### src/hw/rtl/ptbp_pkg.sv
// shared types and constants for the per-type token bucket policer
`default_nettype none
package ptbp_pkg;

    localparam logic [2:0] KIND_TICK    = 3'd0;
    localparam logic [2:0] KIND_REQUEST = 3'd1;
    localparam logic [2:0] KIND_SET     = 3'd2;
    localparam logic [2:0] KIND_STATS   = 3'd3;
    localparam logic [2:0] KIND_RESET   = 3'd4;

    localparam logic [2:0] ST_ALLOWED   = 3'd0;
    localparam logic [2:0] ST_DENIED    = 3'd1;
    localparam logic [2:0] ST_SET_DONE  = 3'd2;
    localparam logic [2:0] ST_SET_REJ   = 3'd3;
    localparam logic [2:0] ST_SET_FULL  = 3'd4;
    localparam logic [2:0] ST_STATS     = 3'd5;
    localparam logic [2:0] ST_DONE      = 3'd6;

    localparam logic [31:0] HASH_MUL1 = 32'h85eb_ca6b;
    localparam logic [31:0] HASH_MUL2 = 32'hc2b2_ae35;
    localparam int          HASH_SH1  = 16;
    localparam int          HASH_SH2  = 13;

    localparam logic [31:0] DEF_RATE_RST  = 32'd65536;
    localparam logic [15:0] DEF_BURST_RST = 16'd16;

    localparam logic REG_DEF_RATE  = 1'b0;
    localparam logic REG_DEF_BURST = 1'b1;

    // classified item handed from front to back
    typedef struct packed {
        logic [2:0]  kind;
        logic [31:0] key;
        logic [15:0] count;
        logic [31:0] rate;
        logic [15:0] burst;
        logic [31:0] hash;
    } t_item;

    typedef enum logic [3:0] {
        S_IDLE, S_READ, S_MATCH, S_MUL, S_DECIDE, S_WRITE, S_SWEEP_RD, S_SWEEP_WR, S_CLEAR
    } t_back_state;

endpackage
`default_nettype wire

### src/hw/rtl/ptbp_front.sv
// front end: accepts items, computes the murmur finalizer hash over stages, queues them
`default_nettype none
module ptbp_front
    import ptbp_pkg::*;
(
    input  wire logic        i_clk,
    input  wire logic        i_rst_n,
    input  wire logic        i_take,
    input  wire t_item       i_item,
    output logic             o_full,
    input  wire logic        i_pop,
    output logic             o_avail,
    output t_item            o_item
);
    // hash stage registers
    logic        r_h1_v, r_h2_v, r_h3_v;
    t_item       r_h1, r_h2, r_h3;
    t_item       n_h1, n_h2, n_h3;

    // two-entry queue
    t_item      r_q [2];
    logic [1:0] r_cnt;
    logic       r_rd, r_wr;

    assign o_full  = r_h1_v | r_h2_v | r_h3_v | (r_cnt == 2'd2);
    assign o_avail = (r_cnt != 2'd0);
    assign o_item  = r_q[r_rd];

    always_comb begin
        n_h1      = i_item;
        n_h1.hash = i_item.key ^ (i_item.key >> HASH_SH1);
        n_h2      = r_h1;
        n_h2.hash = r_h1.hash * HASH_MUL1;
        n_h2.hash = n_h2.hash ^ (n_h2.hash >> HASH_SH2);
        n_h3      = r_h2;
        n_h3.hash = r_h2.hash * HASH_MUL2;
        n_h3.hash = n_h3.hash ^ (n_h3.hash >> HASH_SH1);
    end

    always_ff @(posedge i_clk) begin
        if (!i_rst_n) begin
            r_h1_v <= 1'b0;
            r_h2_v <= 1'b0;
            r_h3_v <= 1'b0;
            r_cnt  <= 2'd0;
            r_rd   <= 1'b0;
            r_wr   <= 1'b0;
        end else begin
            r_h1_v <= i_take;
            r_h2_v <= r_h1_v;
            r_h3_v <= r_h2_v;
            if (r_h3_v) begin
                r_wr <= ~r_wr;
            end
            if (i_pop) begin
                r_rd <= ~r_rd;
            end
            r_cnt <= r_cnt + {1'b0, r_h3_v} - {1'b0, i_pop};
        end
        r_h1 <= n_h1;
        r_h2 <= n_h2;
        r_h3 <= n_h3;
        if (r_h3_v) begin
            r_q[r_wr] <= r_h3;
        end
    end
endmodule
`default_nettype wire

### config.mk
export PLATFORM = sky130hd
export DESIGN_NAME = ptbp_front
export DESIGN_NICKNAME = d
export VERILOG_FILES = /design/src/hw/rtl/ptbp_pkg.sv /design/src/hw/rtl/ptbp_front.sv
export SDC_FILE = /design/constraint.sdc
export NUM_CORES = 2
export LEC_CHECK = 0
export BUFFER_PORTS_ARGS = -buffer_cell sky130_fd_sc_hd__buf_2
export CAP_MARGIN = 15
export CELL_PAD_IN_SITES_DETAIL_PLACEMENT = 1
export CELL_PAD_IN_SITES_GLOBAL_PLACEMENT = 2
export CORE_AREA = 2 2 305 277
export CTS_CLUSTER_DIAMETER = 30
export CTS_CLUSTER_SIZE = 40
export DETAILED_ROUTE_END_ITERATION = 7
export DIE_AREA = 0 0 307 279
export PLACE_DENSITY = 0.85
export SETUP_SLACK_MARGIN = 0.4
export SYNTH_ARGS = -nofsm -noshare
export SYNTH_HDL_FRONTEND = slang
export SYNTH_SLANG_ARGS = --single-unit
### constraint.sdc
create_clock -name i_clk -period 9.6 [get_ports i_clk]
set_input_delay 1.44 -clock i_clk [delete_from_list [all_inputs] [get_ports i_clk]]
set_output_delay 1.44 -clock i_clk [all_outputs]
set_load 0.005 [all_outputs]
==> summary.txt <==
Yosys
  – Unique masters post-synth: 65
  – Async SR Flop Fraction: 0
  – Main synth FF type: dfxtp_1
  – Number of enable flip-flop cells after synthesis: 262
  – Synth Area in XOR/XNOR: 0.0423
  – Commonest cells in the netlist: inv_1 (652), fa_1 (395), dfxtp_1 (385), ha_1 (382), edfxtp_1 (262)
  – Synth Instances: 2640
  – Post-Synth Simple-Gate Area: 0.0160
  – Mapped Area: 35300 sq um
  – Top post-synthesis cells by area: fa_1 (22%), edfxtp_1 (22%), dfxtp_1 (22%)
  – Compound-Gate Fraction of Synth Area: 0.0271
  – Mean post-synth cell area: 13.4 sq um
  – Post-synthesis adder-cell area fraction: 0.360
  – Synth warnings: 0
  – Most common cell in the netlist: inv_1
  – Seq/Total Area, Yosys: 0.441
  – Mux cell area share after synthesis: 0.0418
  – Yosys reg bits: 647
  – Area leader, netlist: fa_1
  – Syn Nets: 3552
  – Post-synth top area share: 0.224
  – Combinational family with the most area after synthesis: adder cells

Placement
  – Routability cong.: 0.909
  – PortBufs: 235
  – Detailed Place HPWL: 71600 microns

Global route
  – Largest net degree at the start of global routing: 74
  – Grt total ovfl: 0
  – Vias in the first global route: 23000
  – Initial antenna violation count: 13
  – Global-route wire length before repair: 139000 microns
  – Global Route Usage Sum: 0.218

Layout
  – Nets: 3868
  – Sequential cell area: 15600 sq um
  – Syn-to-layout area delta: 16.6%
  – Share of post-route cells with drive strength above 1: 0.185
  – Fillers: 8386
  – Area of the multi-input gates: 17200 sq um

Timing
  – Clk_skew: 0.0711 ns
  – Part of the cycle the worst path needs: 0.769
  – Fmax: 135 MHz
  – Slew headroom: 0.279
  – Setup TNS: 0 ns
  – Worst-Margin Slew: 1.08 ns
  – Max-slew violation count: 0
  – Setup violators final: 0
  – Number of hold violations in the final report: 0
  – RSZ-0062 raised after global routing: false
  – Final worst path period need: 7.38 ns

Floorplanning
  – Cell row count: 100
  – Core Region: 82300 sq um
  – Die X: 307 microns
  – Die Y-Extent: 279 microns
  – Die ar.: 85700 sq um
  – Top Ports: 268
  – Initial Utilization: 0.428

Worst setup path
  – Reg-to-Reg End: r_h2[30]$_DFF_P_
  – Critical Path RT: 10.06 ns
  – CP Max Fanout: 7
  – Reg2reg start: r_h1[5]$_DFF_P_
  – Worst path arrival time: 7.84 ns
  – End of the critical path: r_h2[30]$_DFF_P_
  – Critical Path End Type: flip-flop
  – Critical path origin: r_h1[5]$_DFF_P_
  – R2R depth: 20
  – Setup slack, reg-to-reg: 2.22 ns
  – Startpoint type of the worst setup path: flip-flop
  – CP Class: reg2reg

Clock tree
  – Setup Buffers After CTS: 0
  – Root buffer cell: clkbuf_16
  – Cts repair resizes: 0
  – H-Tree Level Count: 3
  – CTS Buffer Depth: 3
  – CTS buffer count: 93
  – Clk Latency, worst-skew pair: 0.68 ns
  – Register clock-pin slew on the reported worst setup and hold paths: 0.06 ns
  – Clk sinks: 647
  – CTS tree: done
  – # hold bufs at CTS: 0

Drt
  – DRC: 0
  – Antenna viol nets, final: 0
  – Routed len/inst: 22.3 microns
  – Routed via count: 19900
  – Vias per cell: 4.83
  – Pre-antenna DRT Iters: 5
  – Drt initial violations: 977
  – Drt total wl: 91700 microns

Min path
  – Hold WC Path Type: reg2reg

Status
  – Outcome: completed

Flow run
  – Max Cap Viol: 0
stage by stage:
step,utilization,instance area (sq um),instances,hold slack [ns],setup WS [ns]
global placement,0.459,37800,3932,0.310,2.32
CTS,0.499,41100,4108,0.268,2.20
detailed placement,0.459,37800,3932,0.313,2.23
floorplan,-,35300,2640,0.310,2.80
global route,0.499,41100,4117,0.275,1.90
finish,0.499,41100,4117,0.268,2.22
layout make-up:
type	count	share of cell area
Antenna cell	9	0.000548
Clock buffer	101	0.0588
Clock inverter	75	0.0221
Inverter	652	0.0595
Multi-Input combinational cell	1322	0.418
Sequential cell	647	0.379
Tap cell	1071	0.0326
Timing Repair Buffer	240	0.0295
worst min-delay path by stage:
stage | endpoint | startpoint | cells past startpoint
after floorplan | n_h3[100]$_DFF_P_ | n_h2[100]$_DFF_P_ | 0
after global placement | r_h3[98]$_DFF_P_ | n_h3[98]$_DFF_P_ | 0
after detailed placement | n_h3[102]$_DFF_P_ | n_h2[102]$_DFF_P_ | 0
after CTS | r_h3[48]$_DFF_P_ | n_h3[48]$_DFF_P_ | 0
after global routing | r_h3[48]$_DFF_P_ | n_h3[48]$_DFF_P_ | 0
final | r_h3[48]$_DFF_P_ | n_h3[48]$_DFF_P_ | 0
layout by cell type (no fill, tap or decap), drive strengths merged, types with 5 or more instances in the layout:
master,n
xnor2,108
nor2b,11
clkinv,29
nor2,21
nor3,9
nand3,8
bufinv,7
a21oi,34
fa,395
a211oi,7
a21o,12
nand2,23
nand4,7
o21ai,28
clkinvlp,12
nand2b,5
dfxtp,385
diode,9
inv,679
mux2,131
xor2,60
edfxtp,262
ha,382
o21a,10
buf,240
clkbuf,101
and2,11
registers in the layout (all words and copies together), names as in the netlist, 2 cells and up, named ones only:
| name | cells |
|---|---|
| r_q | 262 |
| r_h3 | 131 |
| n_h3 | 99 |
| n_h2 | 83 |
| r_h1 | 32 |
| r_h2 | 32 |
| r_cnt | 2 |
kinds of logic after synthesis:
group,Yosys count
muxes,131
AOI/OAI and AO/OA,136
and+or+nand+nor,109
buffers and inverters,671
xor gates and xnor gates,169
DFF,647
adders and majority gates,777
critical path, cell delays in order (launching register included):
cell and delay, ns:
dfxtp_1 0.63, inv_1 0.24, fa_1 0.54, fa_1 0.52, inv_1 0.05, fa_1 0.38
ha_1 0.26, inv_1 0.10, fa_1 0.46, fa_1 0.59, fa_1 0.45, fa_1 0.50
inv_1 0.04, ha_1 0.34, or2_2 0.33, a21oi_1 0.15, a21oi_1 0.06, nor3_1 0.55
o21ai_0 0.23, o41ai_1 0.62, xnor2_1 0.15
layer usage:
| metal | routed length, microns | global-route usage |
|---|---|---|
| met2 | 45900 | 0.375 |
| met4 | 2600 | 0.0705 |
| met3 | 4640 | 0.0492 |
| met5 | 56 | 0 |
| met1 | 38500 | 0.271 |
Power is left out: the tool's default activity adds up to more than one toggle a clock period on the data nets, which glitch-free logic cannot reach.
